<file path="config.mk">
export PLATFORM = sky130hd
export DESIGN_NAME = lcd_window_pixel_streamer_core
export DESIGN_NICKNAME = d
export VERILOG_FILES = /design/src/rtl/lwps_pkg.sv /design/src/rtl/lcd_window_pixel_streamer_core.sv
export VERILOG_INCLUDE_DIRS = /design/src /design/src/rtl
export SDC_FILE = /design/constraint.sdc
export NUM_CORES = 1
export LEC_CHECK = 0
export ABC_AREA = 1
export BUFFER_PORTS_ARGS = -buffer_cell sky130_fd_sc_hd__buf_2
export CORE_ASPECT_RATIO = 1.25
export CORE_MARGIN = 5
export CORE_UTILIZATION = 57
export CTS_CLUSTER_SIZE = 8
export DETAILED_ROUTE_END_ITERATION = 10
export PLACE_DENSITY_LB_ADDON = 0.05
export SETUP_SLACK_MARGIN = 0.5
export SLEW_MARGIN = 5
export SYNTH_ARGS = -nofsm -noshare
export SYNTH_HDL_FRONTEND = slang
export SYNTH_SLANG_ARGS = --single-unit
</file>
<file path="constraint.sdc">
create_clock -name clk -period 3.8 [get_ports clk]
set_input_delay 0.38 -clock clk [delete_from_list [all_inputs] [get_ports clk]]
set_output_delay 0.38 -clock clk [all_outputs]
set_load 0.01 [all_outputs]
</file>
<file path="src/rtl/lcd_window_pixel_streamer_core_assert.svh">
// ----------------------------------------------------------------------------
// LCD window pixel streamer assertion macros
// Concurrent checks on clk with reset disable; empty under synthesis.
// ----------------------------------------------------------------------------
`ifndef LCD_WINDOW_PIXEL_STREAMER_CORE_ASSERT_SVH
`define LCD_WINDOW_PIXEL_STREAMER_CORE_ASSERT_SVH

`ifndef SYNTHESIS

`define LWPS_ASSERT_IMPLIES(name, ante, cons) \
    name: assert property (@(posedge clk) disable iff (!rst_n) (ante) |-> (cons)) \
        else $error("lwps assertion failed");

`define LWPS_ASSERT_NEXT(name, ante, cons) \
    name: assert property (@(posedge clk) disable iff (!rst_n) (ante) |=> (cons)) \
        else $error("lwps assertion failed");

`else

`define LWPS_ASSERT_IMPLIES(name, ante, cons)

`define LWPS_ASSERT_NEXT(name, ante, cons)

`endif

`endif

</file>
<file path="src/rtl/lwps_pkg.sv">
// ----------------------------------------------------------------------------
// LCD window pixel streamer package
// Request and result payload types and link command codes.
// ----------------------------------------------------------------------------
package lwps_pkg;

    localparam logic FUNC_WINDOW = 1'b0;
    localparam logic FUNC_PIXEL  = 1'b1;

    localparam logic [7:0] CMD_COLSET = 8'h2A;
    localparam logic [7:0] CMD_ROWSET = 8'h2B;
    localparam logic [7:0] CMD_MEMWR  = 8'h2C;
    localparam logic [7:0] BYTE_MASK  = 8'hFF;

    localparam int ADDR_W = 15;

    typedef struct packed {
        logic               func;
        logic signed [15:0] left;
        logic signed [15:0] top;
        logic signed [15:0] right;
        logic signed [15:0] bottom;
        logic [15:0]        pixel;
    } item_t;

    typedef struct packed {
        logic              is_data;
        logic [7:0]        out_byte;
        logic              byte_valid;
        logic              fetch_valid;
        logic [ADDR_W-1:0] fetch_addr;
        logic              done_res;
        logic              rejected;
    } res_t;

endpackage

</file>
<file path="src/rtl/lcd_window_pixel_streamer_core.sv">
// ----------------------------------------------------------------------------
// LCD window pixel streamer core
// Turns window requests into column/row/memory-write commands with coordinate bytes and pixel
// requests into two data bytes each, walking frame-buffer fetch addresses.
// Request channel item_valid/item_ready/item, result channel
// res_valid/res_ready/res, at most one link byte per result.
// A window request yields 11 results, or one rejected result if it is empty
// after clipping; a pixel request yields 2 results, or none while idle.
// The request is registered in the job registers, and then each result in the
// single result register. Throughput: one result per cycle while the receiver is
// ready; an ignored pixel is taken every cycle while no request is being emitted.
// Reset: idle, no window, no result pending.
// A stalled receiver holds the result register; the request side takes a new
// request only when none is being emitted or the current one emits its last result.
// ----------------------------------------------------------------------------
`include "lcd_window_pixel_streamer_core_assert.svh"

module lcd_window_pixel_streamer_core #(
    parameter int PANEL_WIDTH  = 160,
    parameter int PANEL_HEIGHT = 128
) (
    input  logic            clk,
    input  logic            rst_n,
    input  logic            item_valid,
    output logic            item_ready,
    input  lwps_pkg::item_t item,
    output logic            res_valid,
    input  logic            res_ready,
    output lwps_pkg::res_t  res
);

    localparam int CW = (PANEL_WIDTH  > 1) ? $clog2(PANEL_WIDTH)  : 1;
    localparam int RW = (PANEL_HEIGHT > 1) ? $clog2(PANEL_HEIGHT) : 1;
    localparam int PW = (CW + RW > lwps_pkg::ADDR_W) ? CW + RW : lwps_pkg::ADDR_W;

    localparam logic signed [16:0] X_MAX = 17'(PANEL_WIDTH - 1);
    localparam logic signed [16:0] Y_MAX = 17'(PANEL_HEIGHT - 1);

    localparam logic [3:0] STEP_COLSET = 4'd0;
    localparam logic [3:0] STEP_X0_HI  = 4'd1;
    localparam logic [3:0] STEP_X0_LO  = 4'd2;
    localparam logic [3:0] STEP_X1_HI  = 4'd3;
    localparam logic [3:0] STEP_X1_LO  = 4'd4;
    localparam logic [3:0] STEP_ROWSET = 4'd5;
    localparam logic [3:0] STEP_Y0_HI  = 4'd6;
    localparam logic [3:0] STEP_Y0_LO  = 4'd7;
    localparam logic [3:0] STEP_Y1_HI  = 4'd8;
    localparam logic [3:0] STEP_Y1_LO  = 4'd9;
    localparam logic [3:0] STEP_MEMWR  = 4'd10;
    localparam logic [3:0] STEP_PIX_HI = 4'd0;
    localparam logic [3:0] STEP_PIX_LO = 4'd1;
    localparam logic [3:0] STEP_FIRST  = 4'd0;

    typedef enum logic [1:0] {
        JOB_WINDOW,
        JOB_REJECT,
        JOB_PIXEL
    } job_kind_t;

    // window and walk state
    logic [CW-1:0] win_left_reg,   win_left_next;
    logic [CW-1:0] win_right_reg,  win_right_next;
    logic [RW-1:0] win_bottom_reg, win_bottom_next;
    logic [CW-1:0] cur_col_reg,    cur_col_next;
    logic [RW-1:0] cur_row_reg,    cur_row_next;
    logic          active_reg,     active_next;

    // request being emitted
    logic          job_valid_reg,  job_valid_next;
    job_kind_t     job_kind_reg,   job_kind_next;
    logic [3:0]    job_idx_reg,    job_idx_next;
    logic [CW-1:0] job_x0_reg,     job_x0_next;
    logic [CW-1:0] job_x1_reg,     job_x1_next;
    logic [RW-1:0] job_y0_reg,     job_y0_next;
    logic [RW-1:0] job_y1_reg,     job_y1_next;
    logic [15:0]   job_pix_reg,    job_pix_next;
    logic          job_last_reg,   job_last_next;

    // result register
    logic           res_valid_reg, res_valid_next;
    lwps_pkg::res_t res_reg,       res_next;

    logic                 take;
    logic                 out_free;
    logic                 job_end;
    logic [3:0]           job_final;
    logic signed [16:0]   x0_s, x1_s, y0_s, y1_s;
    logic                 win_empty;
    logic                 walk_wrap;
    logic                 walk_last;
    logic [PW-1:0]        addr_full;
    logic [15:0]          x0_w, x1_w, y0_w, y1_w;

    assign out_free   = !res_valid_reg || res_ready;
    assign job_final  = (job_kind_reg == JOB_WINDOW) ? STEP_MEMWR
                      : (job_kind_reg == JOB_PIXEL)  ? STEP_PIX_LO : STEP_FIRST;
    assign job_end    = job_valid_reg && out_free && (job_idx_reg == job_final);
    assign item_ready = !job_valid_reg || job_end;
    assign take       = item_valid && item_ready;

    // clip window
    always_comb
    begin
        x0_s = item.left[15]   ? 17'sd0 : {1'b0, item.left};
        y0_s = item.top[15]    ? 17'sd0 : {1'b0, item.top};
        x1_s = {item.right[15], item.right};
        y1_s = {item.bottom[15], item.bottom};
        if (x1_s > X_MAX)
        begin
            x1_s = X_MAX;
        end
        if (y1_s > Y_MAX)
        begin
            y1_s = Y_MAX;
        end
        win_empty = (x1_s < x0_s) || (y1_s < y0_s);
    end

    assign walk_wrap = cur_col_reg >= win_right_reg;
    assign walk_last = walk_wrap && (cur_row_reg >= win_bottom_reg);

    always_comb
    begin
        win_left_next   = win_left_reg;
        win_right_next  = win_right_reg;
        win_bottom_next = win_bottom_reg;
        cur_col_next    = cur_col_reg;
        cur_row_next    = cur_row_reg;
        active_next     = active_reg;

        job_valid_next  = job_valid_reg;
        job_kind_next   = job_kind_reg;
        job_idx_next    = job_idx_reg;
        job_x0_next     = job_x0_reg;
        job_x1_next     = job_x1_reg;
        job_y0_next     = job_y0_reg;
        job_y1_next     = job_y1_reg;
        job_pix_next    = job_pix_reg;
        job_last_next   = job_last_reg;

        if (job_valid_reg && out_free)
        begin
            job_idx_next = job_idx_reg + 4'd1;
            if (job_end)
            begin
                job_valid_next = 1'b0;
            end
        end

        if (take)
        begin
            job_idx_next = STEP_FIRST;
            if (item.func == lwps_pkg::FUNC_WINDOW)
            begin
                job_valid_next = 1'b1;
                if (win_empty)
                begin
                    job_kind_next = JOB_REJECT;
                    active_next   = 1'b0;
                end
                else
                begin
                    job_kind_next   = JOB_WINDOW;
                    job_x0_next     = x0_s[CW-1:0];
                    job_x1_next     = x1_s[CW-1:0];
                    job_y0_next     = y0_s[RW-1:0];
                    job_y1_next     = y1_s[RW-1:0];
                    win_left_next   = x0_s[CW-1:0];
                    win_right_next  = x1_s[CW-1:0];
                    win_bottom_next = y1_s[RW-1:0];
                    cur_col_next    = x0_s[CW-1:0];
                    cur_row_next    = y0_s[RW-1:0];
                    active_next     = 1'b1;
                end
            end
            else if (active_reg)
            begin
                job_valid_next = 1'b1;
                job_kind_next  = JOB_PIXEL;
                job_pix_next   = item.pixel;
                job_last_next  = walk_last;
                if (walk_wrap)
                begin
                    cur_col_next = win_left_reg;
                    if (!walk_last)
                    begin
                        cur_row_next = cur_row_reg + 1'b1;
                    end
                end
                else
                begin
                    cur_col_next = cur_col_reg + 1'b1;
                end
                job_x0_next = cur_col_next;
                job_y0_next = cur_row_next;
                active_next = !walk_last;
            end
            else
            begin
                job_valid_next = 1'b0;
            end
        end
    end

    assign addr_full = PW'(job_y0_reg) * PW'(PANEL_WIDTH) + PW'(job_x0_reg);
    assign x0_w = 16'(job_x0_reg);
    assign x1_w = 16'(job_x1_reg);
    assign y0_w = 16'(job_y0_reg);
    assign y1_w = 16'(job_y1_reg);

    always_comb
    begin
        res_valid_next = res_valid_reg;
        res_next       = res_reg;
        if (out_free)
        begin
            res_valid_next       = job_valid_reg;
            res_next             = '0;
            res_next.byte_valid  = 1'b1;
            res_next.is_data     = 1'b1;
            unique case (job_kind_reg)
                JOB_REJECT:
                begin
                    res_next.byte_valid = 1'b0;
                    res_next.is_data    = 1'b0;
                    res_next.rejected   = 1'b1;
                end
                JOB_PIXEL:
                begin
                    if (job_idx_reg == STEP_PIX_HI)
                    begin
                        res_next.out_byte = job_pix_reg[15:8];
                    end
                    else
                    begin
                        res_next.out_byte    = job_pix_reg[7:0] & lwps_pkg::BYTE_MASK;
                        res_next.done_res    = job_last_reg;
                        res_next.fetch_valid = !job_last_reg;
                        res_next.fetch_addr  = job_last_reg ? '0
                                             : addr_full[lwps_pkg::ADDR_W-1:0];
                    end
                end
                default:
                begin
                    case (job_idx_reg)
                        STEP_COLSET:
                        begin
                            res_next.is_data  = 1'b0;
                            res_next.out_byte = lwps_pkg::CMD_COLSET;
                        end
                        STEP_X0_HI: res_next.out_byte = x0_w[15:8];
                        STEP_X0_LO: res_next.out_byte = x0_w[7:0];
                        STEP_X1_HI: res_next.out_byte = x1_w[15:8];
                        STEP_X1_LO: res_next.out_byte = x1_w[7:0];
                        STEP_ROWSET:
                        begin
                            res_next.is_data  = 1'b0;
                            res_next.out_byte = lwps_pkg::CMD_ROWSET;
                        end
                        STEP_Y0_HI: res_next.out_byte = y0_w[15:8];
                        STEP_Y0_LO: res_next.out_byte = y0_w[7:0];
                        STEP_Y1_HI: res_next.out_byte = y1_w[15:8];
                        STEP_Y1_LO: res_next.out_byte = y1_w[7:0];
                        default:
                        begin
                            res_next.is_data     = 1'b0;
                            res_next.out_byte    = lwps_pkg::CMD_MEMWR;
                            res_next.fetch_valid = 1'b1;
                            res_next.fetch_addr  = addr_full[lwps_pkg::ADDR_W-1:0];
                        end
                    endcase
                end
            endcase
        end
    end

    always_ff @(posedge clk or negedge rst_n)
    begin
        if (!rst_n)
        begin
            win_left_reg   <= '0;
            win_right_reg  <= '0;
            win_bottom_reg <= '0;
            cur_col_reg    <= '0;
            cur_row_reg    <= '0;
            active_reg     <= 1'b0;
            job_valid_reg  <= 1'b0;
            job_kind_reg   <= JOB_WINDOW;
            job_idx_reg    <= STEP_FIRST;
            res_valid_reg  <= 1'b0;
        end
        else
        begin
            win_left_reg   <= win_left_next;
            win_right_reg  <= win_right_next;
            win_bottom_reg <= win_bottom_next;
            cur_col_reg    <= cur_col_next;
            cur_row_reg    <= cur_row_next;
            active_reg     <= active_next;
            job_valid_reg  <= job_valid_next;
            job_kind_reg   <= job_kind_next;
            job_idx_reg    <= job_idx_next;
            res_valid_reg  <= res_valid_next;
        end
    end

    always_ff @(posedge clk)
    begin
        job_x0_reg   <= job_x0_next;
        job_x1_reg   <= job_x1_next;
        job_y0_reg   <= job_y0_next;
        job_y1_reg   <= job_y1_next;
        job_pix_reg  <= job_pix_next;
        job_last_reg <= job_last_next;
        res_reg      <= res_next;
    end

    assign res_valid = res_valid_reg;
    assign res       = res_reg;

    `LWPS_ASSERT_IMPLIES(a_reject_alone, res_valid && res.rejected,
        !res.byte_valid && !res.fetch_valid && !res.done_res)
    `LWPS_ASSERT_IMPLIES(a_done_no_fetch, res_valid && res.done_res,
        res.is_data && !res.fetch_valid)
    `LWPS_ASSERT_IMPLIES(a_walk_in_window, active_reg,
        cur_col_reg >= win_left_reg && cur_col_reg <= win_right_reg
        && cur_row_reg <= win_bottom_reg)
    `LWPS_ASSERT_NEXT(a_idle_pixel_dropped,
        take && item.func == lwps_pkg::FUNC_PIXEL && !active_reg, !job_valid_reg)
    `LWPS_ASSERT_IMPLIES(a_pixel_steps, job_valid_reg && job_kind_reg == JOB_PIXEL,
        job_idx_reg == STEP_PIX_HI || job_idx_reg == STEP_PIX_LO)

endmodule
</file>
After elaboration in Yosys (flattened, before gate mapping)
Cells that the tools add are included.
{"block": "totals", "ff_bits": 122, "inputBits": 85, "out_inout_bits": 30, "word_cells": 114}
{"block": "classes", "add_sub_neg": 4, "multipliers": 1, "n_lt_le_gt_ge": 6, "eq_ne": 14, "muxes": 39, "bitwise": 3, "n_reduce_logical": 24}
{"cell": "$pmux 8 s7", "n": 1}
{"cell": "$mux 17", "n": 3}
{"cell": "$mux 15", "n": 3}
{"cell": "$mux 8", "n": 5}
{"cell": "$mux 7", "n": 5}
{"cell": "$lt 17x16->1", "n": 2}
{"cell": "$pmux 16 s2", "n": 1}
{"cell": "$eq 4x3->1 const B", "n": 4}
{"cell": "$gt 16x8->1 const B", "n": 1}
{"cell": "$gt 16x9->1 const B", "n": 1}
{"cell": "$mux 16", "n": 1}
{"cell": "$pmux 8 s2", "n": 1}
{"cell": "$add 15x8->15", "n": 1}
{"cell": "$mux 1", "n": 13}
{"cell": "$mux 4", "n": 3}
{"cell": "$mul 7x3->10 const B", "n": 1}
{"cell": "$reduce_or 10->1", "n": 1}
{"cell": "$reduce_and 3->1", "n": 3}
{"cell": "$add 8x1->8 const B", "n": 1}
{"cell": "$eq 4x2->1 const B", "n": 2}
{"cell": "$eq 4x4->1 const B", "n": 2}
{"cell": "$ge 8x8->1", "n": 1}
{"cell": "$reduce_or 8->1", "n": 1}
{"cell": "$add 7x1->7 const B", "n": 1}
{"cell": "other kinds (20)", "n": 33}

Logic depth before layout (Yosys ltp)
Gate-level depths: netlist of the first run.
{"block": "depth", "word_depth": 9, "depth_mapped": 22, "ltp_nobuf": 21}

Worst setup path before layout of the first run
OpenSTA, ideal clock, no wires.
{"block": "synth_timing", "kind": "input to register", "from": "input item[46] in the netlist's numbering", "to": "register job_x1_reg[0], enable pin", "setup_time_ps": 362, "t_arrival_ps": 2787, "required_time_ps": 3438, "slack_ps": 651, "stages": 16, "path_buffers": 0, "path_cell_list": "nor4_1 > nand3_1 > nand2_1 > clkinv_1 > nor2_1 > inv_1 > ha_1 > nand2_1 > nor2_1 > nor4b_1 > nand2_1 > nand2_1 > nand2_1 > nor2_1 > nand3_4 > inv_1"}
{"block": "synth_between", "elab_chain_cells": 6}
{"element": "start, declared", "line_no": "lcd_window_pixel_streamer_core.sv:26", "rtl": "input lwps_pkg::item_t item,"}
{"element": "$gt 16x9->1", "line_no": "lcd_window_pixel_streamer_core.sv:108", "rtl": "if (x1_s > X_MAX)"}
{"element": "$mux 17", "line_no": "lcd_window_pixel_streamer_core.sv:108"}
{"element": "net x1_s[7]", "line_no": "lcd_window_pixel_streamer_core.sv:87", "rtl": "logic signed [16:0] x0_s, x1_s, y0_s, y1_s;"}
{"element": "$lt 17x16->1", "line_no": "lcd_window_pixel_streamer_core.sv:116", "rtl": "win_empty = (x1_s < x0_s) || (y1_s < y0_s);"}
{"element": "$logic_or 1x1->1", "line_no": "lcd_window_pixel_streamer_core.sv:116"}
{"element": "$not 1->1 (no line)"}
{"element": "$reduce_and 3->1 (no line)"}
{"element": "end signal, assigned", "line_no": "lcd_window_pixel_streamer_core.sv:310", "rtl": "job_x1_reg <= job_x1_next;"}
{"element": "end, declared", "line_no": "lcd_window_pixel_streamer_core.sv:73", "rtl": "logic [CW-1:0] job_x1_reg, job_x1_next;"}
The timed path passes the listed nets, and every way through them passes these cells.
A chain may end at the register's enable or synchronous reset.

Final worst setup path of the first run
{"block": "layout_timing", "from": "input item[46] in the netlist's numbering", "to": "register win_left_reg[6]"}
{"block": "layout_between", "elab_chain_cells": 6}
{"element": "$gt 16x9->1", "line_no": "lcd_window_pixel_streamer_core.sv:108"}
{"element": "$mux 17", "line_no": "lcd_window_pixel_streamer_core.sv:108"}
{"element": "net x1_s[4]", "line_no": "lcd_window_pixel_streamer_core.sv:87"}
{"element": "$lt 17x16->1", "line_no": "lcd_window_pixel_streamer_core.sv:116"}
{"element": "$logic_or 1x1->1", "line_no": "lcd_window_pixel_streamer_core.sv:116"}
{"element": "$not 1->1 (no line)"}
{"element": "$reduce_and 3->1 (no line)"}
{"element": "end signal, assigned", "line_no": "lcd_window_pixel_streamer_core.sv:294", "rtl": "win_left_reg <= win_left_next;"}
{"element": "end, declared", "line_no": "lcd_window_pixel_streamer_core.sv:61", "rtl": "logic [CW-1:0] win_left_reg, win_left_next;"}
The timed path passes the listed nets, and every way through them passes these cells.

==> reports/qor.txt, run 1 <==
Mux cell area share after synthesis: 0%
Fin nets: 1,076
RD Place Congestion: 0.949
Pwr Density: 711 mW/mm2
Syn_nets: 954
Crit path capture type: flip-flop
Post-synthesis average cell area: 8.86 um2
Clock network power share: 24.8%
Final Hold Viols: 0
Die Footprint: 0.0148 mm2
Rows: 45
DRC Markers: 0
Grt total ovfl: 0
Global-route wire length before repair: 27,800 um
ANT cells: 0
Fin util: 69.0%
LEAKAGE: 4.04 nW
Post-synth EDFFs: 75
Reg power frac: 35.7%
Clk root buf: clkbuf_16
Final Setup Violations: 0
Clock Latency Late Sink: 0.41 ns
Ys async rst share: 38.5%
Gate power share: 39.5%
Maxcap violations: 0
Hpwl dp: 13,400 um
Flip-flop count of the largest register after layout: 28
Fin. max-slew vios: 0
Clk buf depth: 2
Chip height: 135 um
Vias in the first global route: 5,921
Peak supply drop: 561 uV
CP Class: input port to flip-flop
Worst Path Max Fanout: 18
Cell Count, Final, Fillers Out: 1,102
Max Fclk: 338 MHz
TritonCTS clock tree: yes
Fin area: 0.00842 mm2
Yosys top cell area share: 31.7%
Yosys reg bits: 122
Final Power: 5.99 mW
Synth top area cells: edfxtp_1, dfrtp_1, ha_1
Hold buffer count at cts: 0
Worst setup margin: 0.844 ns
Core area: 0.0122 mm2
Status: completed
Filler Cell Count: 994
Wire per inst: 15.6 um
Worst Tran Pin Value: 1.10 ns
Sequential fraction of the synthesis area: 48.2%
Compound-cell area share of the yosys netlist: 12.2%
Main combinational cell family by area after synthesis: simple AND/OR/NAND/NOR gates
Ports: 115
Via density: 5.38
Share of cells above drive strength 1: 18.4%
Area post-placement: 0.00783 mm2
Slew margin rel.: 26.7%
Die X: 110 um
GRT Util Overall: 24.3%
Unrepaired setup endpoints after global routing: false
Post-Syn Instances: 803
Switching share of power: 39.5%
Int Power: 3.62 mW
Largest net degree at the start of global routing: 48
First-pass DRT Iterations: 6
Arrival @ worst endpoint: 3.23 ns
HP Class: input port to flip-flop
DR vias: 5,932
Predominant post-synthesis flop cell: edfxtp_1
Final TNS setup: 0 ns
Worst Hold Margin: 0.144 ns
Post-Synth XOR/XNOR Area: 1.48%
Routed Antenna Nets: 0
P&R area growth vs syn: 18.4%
Min cycle time layout: 2.96 ns
Initial antenna violation count: 0
Post-Synth Adder-Cell Area: 11.8%
Setup Slack @ Placement: 0.0590 ns
Synth Cell Area: 0.00711 mm2
Clock transition at the registers of the reported paths: 0.06 ns
Period Utilization, post-route: 77.8%
Placed insts: 1,069
H-Tree Level Count: 4
Final wirelength: 17,100 um
Synthesis warning total: 0
Worst Clk Skew: 0.00744 ns
Port bufs: 114
Setup bufs post-CTS: 0
CTS sink count: 122
P_sw: 2.36 mW
CP Launch Type: input port
Initial DRC Count: 384
Synth cell types: 48
Starting Density: 58.2%
Largest area contributor in the netlist: edfxtp_1
Num CTS Buffers: 17
Simple-gate share of the synthesized area: 18.8%
Worst EP required: 4.07 ns
cells in the mapped netlist (3+ instances only):
cell,count
a221oi_1,4
dfrtp_1,47
ha_1,64
a21oi_1,42
edfxtp_1,75
nand4_1,3
a31oi_1,4
o22ai_1,6
nor2_1,74
nand2_1,175
o21ai_1,15
clkbuf_1,7
o211ai_1,5
o21ai_0,56
inv_1,115
xor2_1,10
nand3_1,41
inv_2,4
buf_4,4
buf_2,3
nor3_1,10
power groups by stage:
stage          Clock [mW]  Combinational, mW  Sequential (mW)
3_5_place_dp            0               2.34             2.15
4_1_cts              1.50               2.36             2.14
5_1_grt              1.57               2.69             2.18
2_1_floorplan           0               1.55             2.19
3_3_place_gp            0               2.25             2.15
6_report             1.48               2.36             2.14
routing by layer:
metal	vias up	wire length (um)	GRT usage (%)
li1	2938	-	-
met1	2726	6830	29.4
met2	221	8560	40.8
met3	47	1100	5.64
met4	0	644	11.2
met5	-	0	0
timing repair:
| action | CTS | global route |
|---|---|---|
| endpoints found under the setup margin | 15 | 69 |
| cloned | 0 | 1 |
| gates resized for setup | 1 | 7 |
critical path, cell delays in order:
cell and delay (ns):
buf_2 0.11, nor4_1 0.30, nand3_1 0.13, nand2_2 0.17
clkinvlp_4 0.19, nor2_1 0.18, inv_1 0.09, ha_1 0.30
nand2_1 0.08, o21ai_0 0.16, nand2_1 0.06, a21oi_1 0.13
nor2_1 0.05, nand2_1 0.06, nand2_1 0.05, nor2_2 0.15
nand3_4 0.18, buf_4 0.25, nand2_1 0.09, o21ai_0 0.09
final cells by class:
class | instances | area (um2) | area share (%)
sequential | 122 | 3430 | 40.7
multi-input combinational | 545 | 3170 | 37.6
timing repair buffer | 118 | 604 | 7.17
inverter | 120 | 458 | 5.44
clock buffer | 17 | 425 | 5.05
tap | 164 | 205 | 2.44
clock inverter | 15 | 126 | 1.50
timing repair inverter | 1 | 7.51 | 0.0891
worst paths after layout:
path	start	end	slack [ns]	cells after the start
worst max-delay path	item[46]	win_left_reg[6]$_DFFE_PN0P_	0.84	20
worst min-delay path	item[1]	job_pix_reg[1]$_DFFE_PP_	0.14	1
worst max register to register	job_idx_reg[0]$_DFFE_PN0P_	res[13]$_DFFE_PN_	1.09	11
worst min register to register	win_left_reg[1]$_DFFE_PN0P_	win_left_reg[1]$_DFFE_PN0P_	0.49	2
max in group asynchronous	rst_n	win_right_reg[7]$_DFFE_PN0P_	2.94	1
min in group asynchronous	rst_n	win_left_reg[1]$_DFFE_PN0P_	0.17	1
cell usage in the layout (no fill, tap or decap), types with 3 or more instances in the layout:
master	n
clkinv_1	3
nand2_1	174
nand4_1	3
o211ai_1	5
a31oi_1	4
nand3_1	41
nor3_1	10
dfrtp_1	47
ha_1	64
xor2_1	10
clkinv_4	3
inv_2	4
a221oi_1	4
edfxtp_1	75
o21ai_1	15
o21ai_0	56
inv_6	3
nand2_2	3
nor2_1	73
inv_1	114
a21oi_1	42
clkbuf_16	17
buf_2	114
buf_4	3
clkinvlp_4	6
o22ai_1	6
cells by family (layout without fill, tap and decap cells):
kind of cell    after synthesis  count (layout)
xor+xnor                     12              12
simple gates                318             318
buf+inv                     136             271
fa+ha+maj                    66              66
flops                       122             122
compound gates              149             149
Power figures use the tool's default switching activity.
==> run 2, diff against run 1 <==
--- a/config.mk
+++ b/config.mk
@@ -6,11 +6,11 @@
 export SDC_FILE = /design/constraint.sdc
 export NUM_CORES = 1
 export LEC_CHECK = 0
-export ABC_AREA = 1
+export ABC_AREA = 0
 export BUFFER_PORTS_ARGS = -buffer_cell sky130_fd_sc_hd__buf_2
 export CORE_ASPECT_RATIO = 1.25
 export CORE_MARGIN = 5
-export CORE_UTILIZATION = 57
+export CORE_UTILIZATION = 52
 export CTS_CLUSTER_SIZE = 8
 export DETAILED_ROUTE_END_ITERATION = 10
 export PLACE_DENSITY_LB_ADDON = 0.05
==> constraint.sdc (replaced) <==
create_clock -name clk -period 2.51 [get_ports clk]
set_input_delay 0.251 -clock clk [delete_from_list [all_inputs] [get_ports clk]]
set_output_delay 0.251 -clock clk [all_outputs]
set_load 0.01 [all_outputs]
==> run 2 against run 1 <==
Compared with the run above:
- the run now ends with negative setup slack left
- largest cell class is now multi-input combinational cells
- critical path depth decreased by 7
- design area rose by 33%
- highest routed layer unchanged
- clock skew up 0.0042 ns
- non-clock buffer count increased by 156
- via count is 8.9% higher
- global-route usage grew 1.2 points
==> reports/qor.txt, run 2 <==
HP Class: input port to flip-flop
Synth cell count leaders: edfxtp_1, ha_1, dfrtp_1
Final Setup Violations: 69 (+69)
Fin. max-slew vios: 0 (unchanged)
Initial DRC Count: 467 (+22%)
Die X: 116 um (+5.4%)
Fin area: 0.0112 mm2 (+33%)
Clk root buf: clkbuf_16
Largest area contributor in the netlist: edfxtp_1
Unrepaired setup endpoints after global routing: true
Routed Antenna Nets: 0 (unchanged)
Worst setup margin: -0.222 ns (-1.07 ns)
CP Launch Type: input port
Hpwl dp: 14,300 um (+7.1%)
Final wirelength: 22,600 um (+32%)
CP Class: input port to flip-flop
Critical path launch point: item[26]
Clock transition at the registers of the reported paths: 0.06 ns (about the same)
Sequential fraction of the synthesis area: 47.0% (-1.2 points)
Maxcap violations: 0 (unchanged)
Peak supply drop: 608 uV (+8.4%)
Reg-to-reg setup timing slack: -0.05 ns (-1.14 ns)
Min cycle time layout: 2.73 ns
Fin nets: 1,087 (+1.0%)
Commonest non-fill, non-tap cell in the layout: buf_4
Crit path capture type: flip-flop
Reg2reg start: job_y0_reg[3]$_DFFE_PP_
Most frequent cells in the layout: buf_4, buf_2, edfxtp_1, dfrtp_1
Worst Clk Skew: 0.0116 ns (+0.00416 ns)
DR vias: 6,461 (+8.9%)
Met3 routed WL: 1230 um (+12%)
Synth top area cells: edfxtp_1, dfrtp_1, ha_1
Grt total ovfl: 0 (unchanged)
M1 WL: 8500 um (+24%)
H-Tree Level Count: 4 (unchanged)
Synthesis warning total: 0 (unchanged)
Core area: 0.0138 mm2 (+13%)
Highest routed layer: met4
LEAKAGE: 4.94 nW (+22%)
Vias in the first global route: 6,572 (+11%)
Final TNS setup: -11.50 ns (-11.50 ns)
Starting Density: 52.8% (-5.4 points)
Reg2reg path depth: 11 (unchanged)
Rows: 48 (+6.7%)
Worst setup endpoint: cur_row_reg[2]$_DFFE_PN0P_
Synth cell types: 57 (+19%)
Pwr Density: 786 mW/mm2 (+11%)
Max Fclk: 366 MHz
Chip height: 142 um (+5.6%)
Yosys reg bits: 122 (unchanged)
Ports: 115 (unchanged)
Arrival @ worst endpoint: 3.05 ns (-0.18 ns)
First-pass DRT Iterations: 7 (+1)
Post-synthesis average cell area: 11.0 um2 (+25%)
Metal2 WL: 11,900 um (+39%)
Area post-placement: 0.00888 mm2 (+13%)
Predominant post-synthesis flop cell: edfxtp_1
Post-Syn Instances: 661 (-18%)
Port bufs: 114 (unchanged)
DRC Markers: 0 (unchanged)
Initial antenna violation count: 0 (unchanged)
Worst EP required: 2.82 ns (-1.25 ns)
Die Footprint: 0.0165 mm2 (+11%)
Flip-flop count of the largest register after layout: 28 (unchanged)
RD Place Congestion: 0.843 (-11%)
Wire per inst: 20.1 um (+29%)
Num CTS Buffers: 17 (unchanged)
Syn_nets: 812 (-15%)
Final Hold Viols: 0 (unchanged)
Most common cell in the synthesized netlist: edfxtp_1
Worst Path Max Fanout: 7 (-11)
Post-synth EDFFs: 75 (unchanged)
Largest net degree at the start of global routing: 34 (-29%)
Via density: 5.75 (+6.8%)
Clock Latency Late Sink: 0.43 ns (+0.02 ns)
Ys async rst share: 38.5% (unchanged)
TritonCTS clock tree: yes
Global-route wire length before repair: 32,600 um (+17%)
Worst Tran Pin Value: 0.694 ns (-0.406 ns)
Yosys top cell area share: 30.9% (-0.77 points)
Status: finished, violations left
ANT cells: 0 (unchanged)
CTS sink count: 122 (unchanged)
Period Utilization, post-route: 109%
GRT Util Overall: 25.6% (+1.2 points)
Share of cells above drive strength 1: 51.0% (+33 points)
Clk buf depth: 2 (unchanged)
P&R area growth vs syn: 54.0%
Slew margin rel.: 53.7% (+27 points)
Worst r2r dst: res[15]$_DFFE_PN_
Synth Cell Area: 0.00729 mm2 (+2.5%)
Violated checks: negative setup slack
run 2: metrics by stage:
step / worst slack [ns] / total power [mW] / instances / hold slack [ns] / util [%]
finish: -0.222 / 8.82 / 1124 / 0.00572 / 81.3
global route: -0.349 / 9.16 / 1124 / 0.00231 / 81.3
CTS: -0.109 / 7.88 / 1091 / 0.0000716 / 75.8
detailed placement: -0.809 / 4.92 / 1010 / 0.277 / 64.3
global placement: -0.761 / 4.86 / 1010 / 0.275 / 64.3
floorplan: -0.408 / 4.00 / 661 / -0.0446 / -
run 2: area by class of cell:
class                           count  area (um2)
Timing Repair Buffer              274        2120
Sequential cell                   122        3430
Tap cell                          175         219
Multi-Input combinational cell    478        4760
Inverter                           43         173
Fill cell                         774        2580
Clock inverter                     14         101
Clock buffer                       18         429
run 2: worst min-delay path by stage:
| stage | from | to | slack (ns) | depth (start not counted) |
|---|---|---|---|---|
| 2_1_floorplan | rst_n | active_reg$_DFFE_PN0P_ | -0.04 | 0 |
| 3_3_place_gp | rst_n | win_bottom_reg[4]$_DFFE_PN0P_ | 0.27 | 1 |
| 3_5_place_dp | rst_n | win_bottom_reg[4]$_DFFE_PN0P_ | 0.28 | 1 |
| 4_1_cts | item[6] | job_pix_reg[6]$_DFFE_PP_ | 0.00007 | 1 |
| 5_1_grt | item[6] | job_pix_reg[6]$_DFFE_PP_ | 0.002 | 1 |
| 6_report | item[11] | job_pix_reg[11]$_DFFE_PP_ | 0.006 | 1 |
run 2: timing repair:
action                                 CTS  global route
gates cloned                             6             2
resized for setup                      120           104
setup buffers                           36            31
hold buffers                             7             0
endpoints found under the hold margin   27             0
setup endpoints to repair              122           127
pin swaps                               37            49
run 2: worst max-delay path: stages:
cell and delay (ns):
buf_6 0.10, nor4_4 0.31, a21oi_4 0.13, or2_4 0.28, ha_4 0.26, o211ai_1 0.15, o211ai_1 0.23, o211ai_1 0.13
o211ai_1 0.25, o211a_4 0.37, buf_12 0.15, buf_16 0.13, mux2_4 0.31
run 2: metal layers:
layer / vias up / global-route usage [%]
li1: 2985 / -
met1: 3098 / 29.1
met2: 294 / 45.8
met3: 84 / 5.02
met4: 0 / 11.7
met5: - / 0
run 2: where the power goes:
part	switching [mW]	internal, mW
Sequential	0.139	2.41
Clock	0.961	1.26
Combinational	1.90	2.15
run 2: logic make-up (layout without fill, tap and decap cells):
kind of cell	after synthesis	count (layout)	synth area share, %
compound gates	128	129	11.6
xor+xnor	24	24	2.88
fa+ha+maj	66	66	11.5
buf+inv	64	349	3.67
flops	122	122	47.0
mux	55	55	8.58
simple gates	202	204	14.7
